### src/hdl/stok_pkg.sv
// ----------------------------------------------------------------------------
// stok_pkg
// shared types and constants of the source tokenizer
// ----------------------------------------------------------------------------
`default_nettype none

package stok_pkg;

    localparam logic [2:0] KIND_TEXT  = 3'd0;
    localparam logic [2:0] KIND_NAME  = 3'd1;
    localparam logic [2:0] KIND_INT   = 3'd2;
    localparam logic [2:0] KIND_FLOAT = 3'd3;
    localparam logic [2:0] KIND_SEMI  = 3'd4;
    localparam logic [2:0] KIND_DOT   = 3'd5;
    localparam logic [2:0] KIND_EQUAL = 3'd6;
    localparam logic [2:0] KIND_ERROR = 3'd7;

    localparam logic [7:0] CH_CR    = 8'h0D;
    localparam logic [7:0] CH_LF    = 8'h0A;
    localparam logic [7:0] CH_DOT   = 8'h2E;
    localparam logic [7:0] CH_EQUAL = 8'h3D;
    localparam logic [7:0] CH_SEMI  = 8'h3B;
    localparam logic [7:0] CH_SPACE = 8'h20;
    localparam logic [7:0] CH_DEL   = 8'h7F;

    localparam int MAX_RESULTS = 3;

    typedef struct packed {
        logic [2:0]  kind;
        logic [7:0]  text_byte;
        logic [7:0]  token_length;
        logic [15:0] line_number;
        logic [15:0] column_number;
        logic        malformed;
        logic        overflow;
    } t_result;

    typedef struct packed {
        logic [1:0] count;
        t_result [MAX_RESULTS-1:0] slot;
    } t_bundle;

endpackage

`default_nettype wire

### src/hdl/stok_scan.sv
// ----------------------------------------------------------------------------
// stok_scan
// byte classification, token state and line/column counters; builds the
// results of one input word
// ----------------------------------------------------------------------------
`default_nettype none

module stok_scan #(
    parameter int MAX_TOKEN_LEN = 255
) (
    input  wire logic             i_clk,
    input  wire logic             i_rst_n,
    input  wire logic             i_accept,
    input  wire logic             i_cmd,
    input  wire logic [7:0]       i_char_code,
    output stok_pkg::t_bundle     o_bundle
);

    localparam logic [7:0] LEN_CAP = 8'((MAX_TOKEN_LEN < 255) ? MAX_TOKEN_LEN : 255);

    typedef enum logic [2:0] {
        M_IDLE,
        M_NAME,
        M_NUM,
        M_FRAC,
        M_DOT,
        M_HALT
    } t_mode;

    t_mode       r_mode,    n_mode;
    logic        r_has_dot, n_has_dot;
    logic        r_bad,     n_bad;
    logic        r_over,    n_over;
    logic [7:0]  r_len,     n_len;
    logic [15:0] r_line,    n_line;
    logic [15:0] r_col,     n_col;

    logic       letter, digit, skip, is_dot, is_eq, is_semi, known, open, cont;
    logic       close_a, echo, close_b, err;
    logic [2:0] close_kind, b_kind;

    assign letter  = (i_char_code >= 8'h41 && i_char_code <= 8'h5A) ||
                     (i_char_code >= 8'h61 && i_char_code <= 8'h7A);
    assign digit   = i_char_code >= 8'h30 && i_char_code <= 8'h39;
    assign skip    = i_char_code <= stok_pkg::CH_SPACE || i_char_code == stok_pkg::CH_DEL;
    assign is_dot  = i_char_code == stok_pkg::CH_DOT;
    assign is_eq   = i_char_code == stok_pkg::CH_EQUAL;
    assign is_semi = i_char_code == stok_pkg::CH_SEMI;
    assign known   = skip || letter || digit || is_dot || is_eq || is_semi;
    assign open    = r_mode == M_NAME || r_mode == M_NUM || r_mode == M_FRAC || r_mode == M_DOT;
    assign cont    = (r_mode == M_NAME && (letter || digit)) ||
                     ((r_mode == M_NUM || r_mode == M_FRAC) && digit) ||
                     (r_mode == M_NUM && is_dot) ||
                     (r_mode == M_DOT && digit);

    always_comb begin
        unique case (r_mode)
            M_NAME:  close_kind = stok_pkg::KIND_NAME;
            M_NUM:   close_kind = r_has_dot ? stok_pkg::KIND_FLOAT : stok_pkg::KIND_INT;
            M_FRAC:  close_kind = stok_pkg::KIND_FLOAT;
            M_DOT:   close_kind = stok_pkg::KIND_DOT;
            default: close_kind = stok_pkg::KIND_ERROR;
        endcase
    end

    always_comb begin
        n_mode    = r_mode;
        n_has_dot = r_has_dot;
        n_bad     = r_bad;
        n_over    = r_over;
        n_len     = r_len;
        n_line    = r_line;
        n_col     = r_col;
        close_a   = 1'b0;
        echo      = 1'b0;
        close_b   = 1'b0;
        err       = 1'b0;
        b_kind    = is_eq ? stok_pkg::KIND_EQUAL : stok_pkg::KIND_SEMI;
        if (i_accept && r_mode != M_HALT) begin
            if (i_cmd) begin
                close_a = open;
                n_mode  = M_IDLE;
            end else if (i_char_code != stok_pkg::CH_CR) begin
                if (cont || known) begin
                    // line and column after this byte
                    if (i_char_code == stok_pkg::CH_LF) begin
                        n_col = '0;
                        if (r_line != 16'hFFFF) begin
                            n_line = r_line + 16'd1;
                        end
                    end else if (r_col != 16'hFFFF) begin
                        n_col = r_col + 16'd1;
                    end
                end
                if (cont) begin
                    echo = 1'b1;
                    if (r_len < LEN_CAP) begin
                        n_len = r_len + 8'd1;
                    end else begin
                        n_over = 1'b1;
                    end
                    if (r_mode == M_NUM && is_dot) begin
                        n_bad     = r_bad | r_has_dot;
                        n_has_dot = 1'b1;
                    end
                    if (r_mode == M_DOT) begin
                        n_mode = M_FRAC;
                    end
                end else begin
                    close_a = open;
                    if (!known) begin
                        err    = 1'b1;
                        n_mode = M_HALT;
                    end else if (skip) begin
                        n_mode = M_IDLE;
                    end else begin
                        echo      = 1'b1;
                        n_len     = 8'd1;
                        n_over    = 1'b0;
                        n_has_dot = 1'b0;
                        n_bad     = 1'b0;
                        if (letter) begin
                            n_mode = M_NAME;
                        end else if (digit) begin
                            n_mode = M_NUM;
                        end else if (is_dot) begin
                            n_mode = M_DOT;
                        end else begin
                            close_b = 1'b1;
                            n_mode  = M_IDLE;
                        end
                    end
                end
            end
        end
    end

    // pack the results of this word in order
    always_comb begin
        logic [1:0] k;
        k        = '0;
        o_bundle = '0;
        if (close_a) begin
            o_bundle.slot[k] = '{close_kind, 8'd0, r_len, r_line, r_col, r_bad, r_over};
            k = k + 2'd1;
        end
        if (err) begin
            o_bundle.slot[k] = '{stok_pkg::KIND_ERROR, 8'd0, 8'd0, r_line, r_col, 1'b0, 1'b0};
            k = k + 2'd1;
        end
        if (echo) begin
            o_bundle.slot[k] = '{stok_pkg::KIND_TEXT, i_char_code, 8'd0, n_line, n_col,
                                 1'b0, 1'b0};
            k = k + 2'd1;
        end
        if (close_b) begin
            o_bundle.slot[k] = '{b_kind, 8'd0, 8'd1, n_line, n_col, 1'b0, 1'b0};
            k = k + 2'd1;
        end
        o_bundle.count = k;
    end

    always_ff @(posedge i_clk) begin
        if (!i_rst_n) begin
            r_mode    <= M_IDLE;
            r_has_dot <= 1'b0;
            r_bad     <= 1'b0;
            r_over    <= 1'b0;
            r_len     <= '0;
            r_line    <= '0;
            r_col     <= '0;
        end else begin
            r_mode    <= n_mode;
            r_has_dot <= n_has_dot;
            r_bad     <= n_bad;
            r_over    <= n_over;
            r_len     <= n_len;
            r_line    <= n_line;
            r_col     <= n_col;
        end
    end

endmodule

`default_nettype wire

### src/hdl/stok_seq.sv
// ----------------------------------------------------------------------------
// stok_seq
// result register; holds the results of one input word and hands them out
// one per output word
// ----------------------------------------------------------------------------
`default_nettype none

module stok_seq (
    input  wire logic              i_clk,
    input  wire logic              i_rst_n,
    input  wire logic              i_load,
    input  wire stok_pkg::t_bundle i_bundle,
    input  wire logic              i_take,
    output logic                   o_free,
    output logic                   o_valid,
    output logic                   o_last,
    output stok_pkg::t_result      o_result
);

    stok_pkg::t_result [stok_pkg::MAX_RESULTS-1:0] r_slot;
    logic [1:0] r_cnt;
    logic [1:0] r_idx;

    assign o_valid  = r_cnt != 2'd0;
    assign o_last   = r_idx == r_cnt - 2'd1;
    assign o_result = r_slot[r_idx];
    assign o_free   = !o_valid || (i_take && o_last);

    always_ff @(posedge i_clk) begin
        if (!i_rst_n) begin
            r_cnt <= '0;
            r_idx <= '0;
        end else if (i_load && i_bundle.count != 2'd0) begin
            r_cnt <= i_bundle.count;
            r_idx <= '0;
        end else if (i_take && o_last) begin
            r_cnt <= '0;
            r_idx <= '0;
        end else if (i_take) begin
            r_idx <= r_idx + 2'd1;
        end
    end

    always_ff @(posedge i_clk) begin
        if (i_load && i_bundle.count != 2'd0) begin
            r_slot <= i_bundle.slot;
        end
    end

endmodule

`default_nettype wire

### src/hdl/source_tokenizer_core.sv
// ----------------------------------------------------------------------------
// source_tokenizer_core
// byte-serial source tokenizer with line and column tracking
// ----------------------------------------------------------------------------
// output: first result of a byte is valid in the cycle after acceptance
// throughput: one byte per cycle while a byte gives at most one result, taken
//   at once; more results stall the input till all are taken (result register)
// reset: synchronous active low, clears token state, counters and results
// ----------------------------------------------------------------------------
`default_nettype none

module source_tokenizer_core #(
    parameter int MAX_TOKEN_LEN = 255
) (
    input  wire logic        i_clk,
    input  wire logic        i_rst_n,
    input  wire logic        s_axis_tvalid,
    output logic             s_axis_tready,
    input  wire logic [7:0]  s_axis_tdata,   // char_code
    input  wire logic        s_axis_tuser,   // cmd
    output logic             m_axis_tvalid,
    input  wire logic        m_axis_tready,
    output logic [55:0]      m_axis_tdata,   // text_byte, token_length, line_number,
                                             // column_number, malformed, overflow
    output logic [2:0]       m_axis_tuser,   // kind
    output logic             m_axis_tlast    // last_of_run
);

    stok_pkg::t_bundle bundle;
    stok_pkg::t_result result;
    logic              accept;
    logic              take;

    assign accept = s_axis_tvalid && s_axis_tready;
    assign take   = m_axis_tvalid && m_axis_tready;

    stok_scan #(
        .MAX_TOKEN_LEN (MAX_TOKEN_LEN)
    ) u_scan (
        .i_clk       (i_clk),
        .i_rst_n     (i_rst_n),
        .i_accept    (accept),
        .i_cmd       (s_axis_tuser),
        .i_char_code (s_axis_tdata),
        .o_bundle    (bundle)
    );

    stok_seq u_seq (
        .i_clk    (i_clk),
        .i_rst_n  (i_rst_n),
        .i_load   (accept),
        .i_bundle (bundle),
        .i_take   (take),
        .o_free   (s_axis_tready),
        .o_valid  (m_axis_tvalid),
        .o_last   (m_axis_tlast),
        .o_result (result)
    );

    assign m_axis_tuser = result.kind;
    assign m_axis_tdata = {6'd0, result.overflow, result.malformed, result.column_number,
                           result.line_number, result.token_length, result.text_byte};

`ifndef SYNTHESIS
    assert property (@(posedge i_clk) disable iff (!i_rst_n)
        !m_axis_tvalid |-> s_axis_tready)
        else $error("input stalled with no result pending");

    assert property (@(posedge i_clk) disable iff (!i_rst_n)
        (m_axis_tvalid && m_axis_tuser == stok_pkg::KIND_ERROR) |-> m_axis_tlast)
        else $error("error result not last of its run");

    assert property (@(posedge i_clk) disable iff (!i_rst_n)
        (take && m_axis_tuser == stok_pkg::KIND_ERROR) |=> !m_axis_tvalid)
        else $error("result after halt");
`endif

endmodule

`default_nettype wire

### config.mk
export PLATFORM = sky130hd
export DESIGN_NAME = source_tokenizer_core
export DESIGN_NICKNAME = d
export VERILOG_FILES = /design/src/hdl/stok_pkg.sv /design/src/hdl/stok_scan.sv /design/src/hdl/stok_seq.sv /design/src/hdl/source_tokenizer_core.sv
export SDC_FILE = /design/constraint.sdc
export NUM_CORES = 1
export LEC_CHECK = 0
export BUFFER_PORTS_ARGS = -buffer_cell sky130_fd_sc_hd__buf_2
export CAP_MARGIN = 25
export CORE_MARGIN = 3
export CORE_UTILIZATION = 50
export CTS_CLUSTER_DIAMETER = 40
export DETAILED_ROUTE_END_ITERATION = 6
export MAX_ROUTING_LAYER = met4
export PLACE_DENSITY_LB_ADDON = 0.05
export SLEW_MARGIN = 20
export SYNTH_ARGS = -nofsm -noshare
export SYNTH_HDL_FRONTEND = slang
export SYNTH_SLANG_ARGS = --single-unit
export TNS_END_PERCENT = 50
### constraint.sdc
create_clock -name i_clk -period 17.8 [get_ports i_clk]
set_input_delay 2.67 -clock i_clk [delete_from_list [all_inputs] [get_ports i_clk]]
set_output_delay 2.67 -clock i_clk [all_outputs]
set_load 0.01 [all_outputs]
# Word-level counts from Yosys, hierarchy flattened
# Cells that the tools add are included.
[word_totals]
regBits = 209
out_inout_bits = 62
elab_cells = 199
inputBits = 13
latchBits = 0
n_memories = 0
mem_bits_ro = 0
ram_bits = 0
[op_classes]
div_mod_pow = 0
muxes = 81
magnitude_cmp = 15
n_reduce_logical = 43
eq_ne = 19
add_sub_neg = 8
mul = 0
n_shift = 0
n_bitwise = 3
[op_table]
columns = ["op", "n"]
rows = [
  ["159-bit bitwise mux", 3],
  ["159-bit 2-to-1 mux", 3],
  ["53-bit demux with 2-bit select", 3],
  ["53-bit 2-to-1 mux", 5],
  ["16-bit 2-to-1 mux", 12],
  ["53-bit binary-select mux with 2-bit select", 1],
  ["1-bit 2-to-1 mux", 34],
  ["16-bit by 1-bit adder with 16-bit output (second input constant)", 2],
  ["8-bit 2-to-1 mux", 4],
  ["16-bit inequality test (second input constant)", 2],
  ["3-bit 2-to-1 mux", 9],
  ["8-bit by 6-bit equality test with 1-bit output (second input constant)", 3],
  ["6-bit AND reduction", 3],
  ["1-bit logical OR", 17],
  ["8-bit by 7-bit >= comparator with 1-bit output (second input constant)", 2],
  ["8-bit by 6-bit <= comparator with 1-bit output (second input constant)", 2],
  ["8-bit by 7-bit <= comparator with 1-bit output (second input constant)", 2],
  ["1-bit logical AND", 15],
  ["2-bit 2-to-1 mux", 6],
  ["3-bit one-hot mux with 4 select lines", 1],
  ["2-bit nonzero test", 5],
  ["2-bit by 3-bit < comparator with 1-bit output (second input constant)", 3],
  ["8-bit by 1-bit adder with 8-bit output (second input constant)", 1],
  ["8-bit by 4-bit equality test with 1-bit output (second input constant)", 1],
  ["other kinds (21)", 30],
]

# Depth between registers and ports, before layout
# Gate-level depths: netlist of the first run.
[depth]
word_depth = 23
ltp_mapped = 18
depth_no_buf = 15

# Modules after synthesis
# Synthesis of the first run repeated with hierarchy kept, for this count alone.
[unflattened]
hier_cells = 1020
area_unflattened_um2 = 10754.1
[modules_own_cells]
columns = ["mod", "instances", "seq_area_each_um2", "area_each_um2", "cells_each"]
rows = [
  ["stok_seq", 1, 4854.7, 6195.9, 366],
  ["stok_scan", 1, 920.9, 4496.8, 645],
  ["source_tokenizer_core", 1, 0.0, 61.3, 9],
]

# Worst setup path before layout of the first run
# Ideal clock, no wire load.
[synth_path]
kind = "input port to flip-flop"
startpoint = "input port s_axis_tdata[7]"
endpoint = "register u_seq.r_slot[0] in the netlist's numbering (enable)"
setup_ns = 0.515
required_ns = 17.285
stages = 11
arrival_time_ns = 8.418
n_path_buf = 3
path_slack_ns = 8.867
path_cell_list = "or4b_4 > or4_4 > o211a_2 > a21o_1 > buf_6 > clkbuf_1 > ha_1 > clkbuf_1 > nand3_1 > o31a_1 > and2_1"
[synth_via]
elab_chain_cells = 21
word_cells_on_any_way = 63
classes_between = "3 x add/sub; 7 x order compare; 5 x eq/ne; 28 x mux; 20 x reduce/logical"
[synth_rtl]
columns = ["item", "line_no", "text"]
rows = [
  ["from (decl)", "source_tokenizer_core.sv:19", "input wire logic [7:0] s_axis_tdata,"],
  ["8-bit by 7-bit >= comparator with 1-bit output (tied with other cells)", "stok_scan.sv:42", "assign letter = (i_char_code >= 8'h41 && i_char_code <= 8'h5A) ||"],
  ["1-bit logical AND (on tied branches)", "stok_scan.sv:42, stok_scan.sv:43", ""],
  ["1-bit logical OR", "stok_scan.sv:42", ""],
  ["1-bit logical OR", "stok_scan.sv:51", "assign cont = (r_mode == M_NAME && (letter || digit)) ||"],
  ["1-bit logical AND", "stok_scan.sv:51", ""],
  ["1-bit logical OR", "stok_scan.sv:51", ""],
  ["1-bit logical OR", "stok_scan.sv:52", "((r_mode == M_NUM || r_mode == M_FRAC) && digit) ||"],
  ["1-bit logical OR", "stok_scan.sv:53", "(r_mode == M_NUM && is_dot) ||"],
  ["[5 not listed]", "-", ""],
  ["1-bit by 1-bit adder with 2-bit output", "stok_scan.sv:149", "k = k + 2'd1;"],
  ["2-bit 2-to-1 mux", "stok_scan.sv:147", "if (err) begin"],
  ["2-bit by 1-bit adder with 2-bit output", "stok_scan.sv:154", "k = k + 2'd1;"],
  ["2-bit 2-to-1 mux", "stok_scan.sv:151", "if (echo) begin"],
  ["2-bit by 1-bit adder with 2-bit output", "stok_scan.sv:158", "k = k + 2'd1;"],
  ["2-bit 2-to-1 mux *", "stok_scan.sv:156", "if (close_b) begin"],
  ["2-bit nonzero test *", "stok_seq.sv:45", "if (i_load && i_bundle.count != 2'd0) begin"],
  ["1-bit logical AND *", "stok_seq.sv:45", ""],
  ["to (signal assigned)", "stok_seq.sv:46", "r_slot <= i_bundle.slot;"],
  ["to (decl)", "stok_seq.sv:20", "stok_pkg::t_result [stok_pkg::MAX_RESULTS-1:0] r_slot;"],
]
# Mark *: on every way between the ends. The rest lies on a longest branch, timed or not.
# A chain may end at the register's enable or synchronous reset.

# Worst setup path in the final report of the first run
[layout_path]
startpoint = "input port s_axis_tdata[4]"
endpoint = "register u_seq.r_slot[50] in the netlist's numbering (enable)"
# The elaborated chain is that of the path after synthesis.

==> results summary, run 1 <==
The wire length of the first global-routing pass came out at 35000 um. The count of cells along the worst register-to-register path came out at 11. The fraction of the mapped netlist area in simple logic gates is between 20% and 30%. The number of rows in the core area is 50. Summed over all layers, the routed wires come to 22400 um. The final count of hold timing violations came out at 0. The post-synthesis sequential area ratio came out at between 50 and 60%. After synthesis, the mean cell area works out to 10.3 um2. The library cell used most frequently in the layout, excluding fill and tap cells, is sky130_fd_sc_hd__edfxtp_1.

The transition time at the pin with the least slew margin came out at 1.00 ns. The global routing usage summed across all routing layers is 22.0%. The clock transition at the register clock pins on the worst setup and hold paths after CTS is ~0.07 ns. The total CTS buffers is 17. The minimum clock period is 7.32 ns. The total DRC errors in the routed layout is 0. Headroom to the max-slew limit came out at roughly a third.

The final setup violation count came out at 0. The ratio of cells with drive above 1 in the final layout came out at 15.5%. The die is 145 um wide. Dividing the detail-routed wire length by the instance count gives around 18 um. The placement-stage worst setup slack came out at 10.07 ns. The count of buffer and inverter cells on the critical path came out at 3. After layout, the worst setup slack is 10.48 ns. The worst clock skew on the final layout is around 0.013 ns. At the end of the flow, the number of nets in the layout was between 900 and 1k. The number of pins with negative max-slew slack in the final report is 0. The starting DRC count in detailed routing is 450. The startpoint type of the worst setup path is an input pin. The count of H-tree levels built during CTS came out at 4. The detailed-router iteration count before antenna repair came out at 5. Tracing the worst setup path back leads to its startpoint at s_axis_tdata[4]. The run finished with clean final reports. The peak supply drop came out at 0.0741 mV. The count of warnings emitted by yosys is 0. The cell family contributing the most delay on the critical path is simple AND/OR/NAND/NOR gates. By area the synthesized netlist is led by sky130_fd_sc_hd__edfxtp_1 43%, sky130_fd_sc_hd__dfxtp_1 10%, sky130_fd_sc_hd__mux2i_1 5.3%, sky130_fd_sc_hd__o21ai_0 4.7%, sky130_fd_sc_hd__nand2_1 4.1%.

The placeable core region came out at ~19000 um2. The remaining antenna violation count is 0. Relative to the synthesized area, the layout overhead comes to 10.9%. The detailed placer's ending HPWL came out at 14600 um. The final critical-path share of the clock period is 41.1%.

The sort of element at the end of the critical path is a flip-flop. The timing-limited maximum frequency is 137 MHz. The setup path with the least slack is of type in -> reg. The count of buffers inserted at the top-level ports is 68. The non-filler instance count after layout came out at 1217. The maximum count of clock buffers along a single path is 2. In this run the critical register-to-register path is captured at u_seq.r_slot[50]. Summed over all layers, the global routing overflow is 0. Walking the worst path, the cells encountered are buf_2 > or4b_4 > or4_4 > o211a_2 > a21o_1 > ha_1 > inv_1 > o21ai_0 > and2_4 > buf_4. The maximum number of pins on one net before global-route repair is 71.

The cell count of the worst hold path came out at 2. The count of unique library cells instantiated by Yosys is 73. In this run the power density over the cells is 109 nW/um2. The end point of the most critical hold path is u_scan.r_over. Setup repair after global routing left no endpoint under its margin. The buffers inserted during post-CTS setup optimization came out at 0. Data on the critical path arrives at its endpoint at 7.36 ns.

Routability-driven placement finished with a final weighted congestion of about 0.85. The cell total after placement is 1185. Clock latency on the worst-skew pair, taken at its later pin, is 0.43 ns.

The number of gates resized after cts is 0. The setup slack on the worst flop-to-flop path is ~12 ns. The aggregate negative setup slack came out at 0 ns. The number of antenna violations at the first check in global routing came out at 0.

The TritonCTS clock tree is yes. For this design the static power due to leakage is 3.56 nW. The antenna diode instance count came out at 0. The startpoint identified for the worst hold timing path is u_scan.r_over. The total of hold buffers inserted after clock tree synthesis is 0. In this run the critical register-to-register path is launched from u_seq.r_cnt[0]. The area share of fa/ha/maj cells after synthesis came out at 1.02%. The final hold slack is 0.469 ns. Summing the areas of all xor and xnor instances in the mapped netlist gives 1.83% of the synthesized area. The via count of the first global-routing pass is 6521.

Among all flip-flop cells after synthesis, the most frequent one is sky130_fd_sc_hd__edfxtp_1. The largest individual stage delay along the critical path comes from the cell sky130_fd_sc_hd__and2_4. In the layout the commonest cells are 139 x sky130_fd_sc_hd__edfxtp_1, 105 x sky130_fd_sc_hd__nand2_1, 90 x sky130_fd_sc_hd__o21ai_0, 82 x sky130_fd_sc_hd__nor2_1, 68 x sky130_fd_sc_hd__buf_2. The core occupancy in the finished layout came out at 56.7%. The number of enable flip-flop cells after synthesis is 139. By area, the combinational part of the netlist is dominated by simple AND/OR/NAND/NOR gates. The longest individual stage delay on the worst path is 0.81 ns. The number of cells produced by synthesis is 933. The cell taking the most area after synthesis is sky130_fd_sc_hd__edfxtp_1.

The average vias per placed instance is 5.77. In this run the clock root is driven by a sky130_fd_sc_hd__clkbuf_16. After synthesis, the share of cell area in mux cells is 5.67%. Max-cap violations in this run came to 0.

The area of the die is 20900 um2. The share of synthesized area in the top cell type comes to about 43%. The share of synthesized flip-flops with an asynchronous set or reset came out at 0%. The y dimension of the die came out at ~140 um. The count of boundary I/O pins came out at 75. The complex-gate fraction of the synthesized area is between 10% and 20%. Once the floorplan was initialized, standard cells occupied between 50 and 60% of the core. Data on the critical path is required at its endpoint by between 15 and 20 ns. The total number of vias came out at 7021. The cell area that synthesis handed to floorplanning was roughly 9600 um2. The synthesis-stage register bit count is 189. Clock tree synthesis found a total of 189 sinks.

The largest fanout on the critical path is 70. In this run the worst hold path is classified as reg -> reg.
## kinds of logic after synthesis
family          after synthesis
fa+ha+maj                     8
xor+xnor                     20
buf+inv                      84
mux                          54
other cells                   1
flops                       189
compound gates              197
simple gates                380
## worst max-delay path by stage
stage | slack [ns] | endpoint | cells past startpoint
after floorplan | 8.87 | u_seq.r_slot[0] | 11
after global placement | 10.23 | u_seq.r_slot[153] | 10
after detailed placement | 10.07 | u_seq.r_slot[150] | 10
after CTS | 10.50 | u_seq.r_slot[42] | 10
after global routing | 10.19 | u_seq.r_slot[97] | 10
final | 10.48 | u_seq.r_slot[50] | 10
## through the flow
step / cell area (um2) / power [W]
3_5_place_dp: 10000 / 0.000769
3_3_place_gp: 10000 / 0.000762
4_1_cts: 10600 / 0.00116
6_report: 10600 / 0.00116
2_1_floorplan: 9630 / 0.000704
5_1_grt: 10600 / 0.00120
## final cells by class
class,instances,area [um2]
clock buffer,19,433
fill,1641,8130
inverter,18,80.1
clock inverter,13,184
tap,234,293
timing repair buffer,76,413
sequential,189,5180
multi-input combinational,668,4060
## synth_stat cells (all sizes together), types with 3 or more instances
| cell | count |
|---|---|
| a211oi | 5 |
| a21o | 5 |
| a21oi | 28 |
| a22o | 15 |
| a31oi | 9 |
| and2 | 65 |
| and3 | 15 |
| buf | 28 |
| clkbuf | 38 |
| dfxtp | 50 |
| edfxtp | 139 |
| ha | 7 |
| inv | 17 |
| mux2 | 3 |
| mux2i | 51 |
| nand2 | 105 |
| nand2b | 3 |
| nand3 | 21 |
| nand4 | 15 |
| nand4b | 4 |
| nor2 | 84 |
| nor2b | 9 |
| nor3 | 13 |
| nor4 | 18 |
| o211a | 3 |
| o211ai | 3 |
| o21ai | 99 |
| o22ai | 3 |
| o31a | 4 |
| o31ai | 7 |
| or2 | 8 |
| or3 | 7 |
| or4 | 4 |
| or4b | 3 |
| xnor2 | 16 |
| xor2 | 4 |
## sequential cells by signal, summed over array words and instances, names as in the netlist
name and cells:
u_scan.r_bad 1, u_scan.r_over 1, u_scan.r_len 8, u_seq.r_cnt 2
u_seq.r_idx 2, u_scan.r_has_dot 1, u_scan.r_line 16, u_seq.r_slot 139
u_scan.r_mode 3, u_scan.r_col 16
## worst min-delay path, cell delays in order (launching register included)
cell and delay (ns):
sky130_fd_sc_hd__dfxtp_1 0.33, sky130_fd_sc_hd__a21oi_1 0.04, sky130_fd_sc_hd__nor2_1 0.07
## per-layer routing
layer  wire, um  track usage, %  part of all wire [%]
met5          0               -                     0
met4        274            5.50                   1.2
met3        834            3.41                   3.7
met2      10800            34.9                    48
met1      10600            29.9                    47
## where the power goes
| group | switching (W) | internal [W] |
|---|---|---|
| Clock | 0.000172 | 0.000226 |
| Combinational | 0.000143 | 0.0000705 |
| Sequential | 0.0000140 | 0.000530 |
(Power assumes the default switching activity.)
==> inputs of run 2 (changes only) <==
--- a/config.mk
+++ b/config.mk
@@ -5,6 +5,7 @@
 export SDC_FILE = /design/constraint.sdc
 export NUM_CORES = 1
 export LEC_CHECK = 0
+export ABC_AREA = 1
 export BUFFER_PORTS_ARGS = -buffer_cell sky130_fd_sc_hd__buf_2
 export CAP_MARGIN = 25
 export CORE_MARGIN = 3
==> constraint.sdc (replaced) <==
create_clock -name i_clk -period 7.3 [get_ports i_clk]
set_input_delay 1.095 -clock i_clk [delete_from_list [all_inputs] [get_ports i_clk]]
set_output_delay 1.095 -clock i_clk [all_outputs]
set_load 0.01 [all_outputs]
==> results summary, run 2 <==
The latest clock arrival within the worst-skew pair came out at 0.43 ns. From bottom edge to top edge, the die measures around 140 um. Measured along the x axis, the die boundary spans 145 um. The mean post-synth cell area is 8.94 um2. The switching fraction of total power is 26.1%.

Sequential cells were found to cover 53.7% of the synthesized design area. Walking the worst path, the cells encountered are buf_4 > inv_2 > nand2_1 > nand2_1 > nand3_1 > nand2_2 > nand2_2 > nor2_8 > nand3_2 > inv_1 > ha_1 > nand4_4 > nand2_4 > nor2_1 > inv_1 > nand3_1 > nand2_4 > buf_12. 0 antenna diodes ended up in the layout.

The cell count of the worst hold path came out at 2. The count of boundary I/O pins is 75. The count of cells along the worst register-to-register path came out at 18.

The clock transition at the register clock pins on the worst setup and hold paths after CTS is 0.07 ns. The floorplan step defined a die boundary enclosing 21000 um2. Of the cells placed in the final design, the portion with a size suffix greater than 1 is 15.4%. The number of antenna violations at the first check in global routing came out at 0. The number of cells produced by synthesis is 1079. The required time at the endpoint of the critical path came out at 7.40 ns. The core occupancy in the finished layout is 56.9%. The average vias per placed instance is about 5.3. The number of pins with negative max-slew slack in the final report came out at 0.

For this block, the via count after detailed routing is roughly 7.5k. The total DRC errors in the routed layout is 0. The power density of the placed cells is 229 nW/um2.

Buffers added to address setup during post-CTS repair amount to 0. The flow ran to the end, and the final reports show no timing, DRC or antenna violations. The total CTS buffers is 17. The analysis attributes to cell leakage a power of 3.91 nW.

The critical register-to-register path startpoint is u_seq.r_idx[0]. After synthesis, the netlist uses 49 different library cells. The count of H-tree levels built during CTS is 4.

The count of buffers inserted at the top-level ports came out at roughly 70. In the global route stage, overall resource usage came out at 23.2%. The placeable core region is 18800 um2. In the synthesized netlist, the cells that appear most often are 215 x sky130_fd_sc_hd__nor2_1, 146 x sky130_fd_sc_hd__nand2_1, 139 x sky130_fd_sc_hd__edfxtp_1. The via count of the first global-routing pass came to 7021.

The headroom to the max-slew limit came out at 33.3%. The library cell used most frequently in the layout, excluding fill and tap cells, is sky130_fd_sc_hd__nor2_1. The remaining antenna violation count came out at 0. The synthesis-stage register bit count came out at approximately 190. The aggregate negative setup slack is 0 ns. In this run the register-to-register setup slack is 2.86 ns. The wire length of the first global-routing pass is 36700 um. Row generation in the floorplan step produced 50 rows.

The share of total power dissipated in the clock network is 37.0%. The path category of the worst min-delay check is reg -> reg. The routed design has approximately 23000 um of wire. The critical path is of the reg -> reg type.

Setup repair after global routing left no endpoint under its margin. Once the floorplan was initialized, standard cells occupied 51.2% of the core. The starting DRC count in detailed routing is 453. The clock passes through at most 2 buffers.

Summed over all instances, the cell type with the most area after synthesis is sky130_fd_sc_hd__edfxtp_1. Max-cap violations in this run came to 0. The cell-internal power came out at about 0.0018 W. After legalization and detailed placement, the total HPWL measured 14900 um. The total of hold buffers inserted after clock tree synthesis came out at 0. The largest fanout on the critical path is 57.

The share of power burned in registers came out at about 50%. The detailed-router iteration count before antenna repair is 6. The final layout contains 1150 nets. After synthesis, the largest area contributor takes up 43.3% of total cell area. For hold timing, the worst endpoint is u_scan.r_bad. The share of synthesized flip-flops with an asynchronous set or reset is 0%.

The total congestion overflow after global routing is 0. The timing-limited maximum frequency is around 230 MHz. The detailed-route wire length per cell is about 16 um. The maximum number of pins on one net before global-route repair came out at 60.

The combinational group share of total power came out at 12.1%. The data arrival time of the worst path is 4.54 ns. The total clock sinks came out at between 150 and 200.

The number of enable flip-flop cells after synthesis is 139. In the synthesized netlist the dominant register cell turns out to be sky130_fd_sc_hd__edfxtp_1. The power spent charging and discharging nets came out at 0.000641 W. The peak supply drop came out at 0.182 mV. The most numerous cell in the Yosys netlist is sky130_fd_sc_hd__nor2_1.

The largest register by flop count is u_seq.r_slot. Tracing the worst setup path back leads to its startpoint at u_seq.r_idx[0]. In the layout the commonest cells are 215 x sky130_fd_sc_hd__nor2_1, 145 x sky130_fd_sc_hd__nand2_1, 139 x sky130_fd_sc_hd__edfxtp_1, 94 x sky130_fd_sc_hd__inv_1, 73 x sky130_fd_sc_hd__nand3_1.

Yosys attributes the largest share of cell area to sky130_fd_sc_hd__edfxtp_1 43%, sky130_fd_sc_hd__dfxtp_1 10%, sky130_fd_sc_hd__nor2_1 8.4%, sky130_fd_sc_hd__nand2_1 5.7%, sky130_fd_sc_hd__nand3_1 3.8%. The worst clock skew on the final layout is between 0.008 and 0.009 ns. The congestion estimate from routability-driven global placement came to 0.870. The area of the mapped netlist is 9640 um2. The endpoint identified for the worst register-to-register timing path is u_seq.r_slot[85].

The final setup violation count is 0. The count of warnings emitted by yosys came out at 0. The register with the most flip-flops in the layout has 139 of them.

From synthesis to final layout, the design area changed by 11.1%. On the worst path, the slowest cell contributes a delay of 0.69 ns. The final critical-path share of the clock period is 60.9%. Subtracting the final worst setup slack from the clock period gives roughly 4.4 ns.

The number of gates resized after cts came out at 0. The startpoint type of the worst setup path is a flip-flop. For this design, the slowest cell found on the critical path is sky130_fd_sc_hd__dfxtp_2. The final count of hold timing violations was 0. The worst hold path begins at u_scan.r_bad. The transition time at the pin with the least slew margin came out at 1.00 ns.

STA classifies the critical path endpoint as a flip-flop. The cell sitting at the root of the clock tree is a sky130_fd_sc_hd__clkbuf_16. In the final layout, the registers with the most flip-flops are u_seq.r_slot (139), u_scan.r_col (16), u_scan.r_line (16). TritonCTS built the clock tree.
## run 2: cell count changes after synthesis, moves of 41 or more
cell                      previous run  this run
sky130_fd_sc_hd__inv_1              16        94
sky130_fd_sc_hd__nand2_1           105       146
sky130_fd_sc_hd__o21ai_0            91        27
sky130_fd_sc_hd__nor2_1             83       215
sky130_fd_sc_hd__mux2i_1            51         0
sky130_fd_sc_hd__and2_1             54         1
sky130_fd_sc_hd__nand3_1            21        73
## run 2: metal layers
metal	vias to the layer above	track usage [%]	share of wire [%]
met4	0	5.94	1.2
met5	-	-	0
met2	164	37.8	48
met3	23	3.45	3.9
met1	3513	30.6	47
li1	3772	-	-
## run 2: area by class of cell
cell class	count	area [um2]
tap	260	325
clock inverter	15	144
fill	1730	8120
clock buffer	17	425
timing repair buffer	77	445
multi-input combinational	737	3780
sequential	189	5180
inverter	108	407
## run 2: cells by family (layout without fill, tap and decap cells)
logic type	Yosys count	in the layout	share of synthesized area [%]
buffers and inverters	161	217	7.49
AOI/OAI and AO/OA	170	170	11.1
other	1	9	0.0389
and+or+nand+nor	533	533	25.2
adders and majority gates	7	7	0.908
xor gates and xnor gates	18	18	1.63
DFF	189	189	53.7
## run 2: critical path, delay by kind of cell (launching register included)
kind          cells  cell delay (ns)
flops             1             0.69
buf+inv           5             1.09
fa+ha+maj         1             0.37
simple gates     12             1.91
## run 2: worst max-delay path by stage
stage,to,slack [ns],cells past startpoint
after floorplan,u_seq.r_slot[0],0.83,17
after global placement,u_seq.r_slot[127],2.17,19
after detailed placement,u_seq.r_slot[21],2.47,19
after CTS,u_seq.r_slot[65],2.79,18
after global routing,u_seq.r_slot[30],2.45,19
final,u_seq.r_slot[85],2.86,18
## run 2: power groups by stage
stage | logic (W) | registers (W) | clock network [W]
final | 0.000297 | 0.00125 | 0.000910
after global routing | 0.000331 | 0.00126 | 0.000975
after CTS | 0.000303 | 0.00125 | 0.000921
after detailed placement | 0.000302 | 0.00127 | 0
after global placement | 0.000296 | 0.00127 | 0
after floorplan | 0.000203 | 0.00128 | 0
## run 2: per-stage QoR
stage	total power (W)	hold slack (ns)	setup slack [ns]	std cells	area, um2
finish	0.00246	0.463	2.86	1403	10700
global route	0.00256	0.504	2.45	1403	10700
CTS	0.00247	0.464	2.79	1403	10700
detailed placement	0.00158	0.455	2.47	1371	10100
global placement	0.00157	0.444	2.17	1369	10100
floorplan	0.00148	0.432	0.825	1087	9670
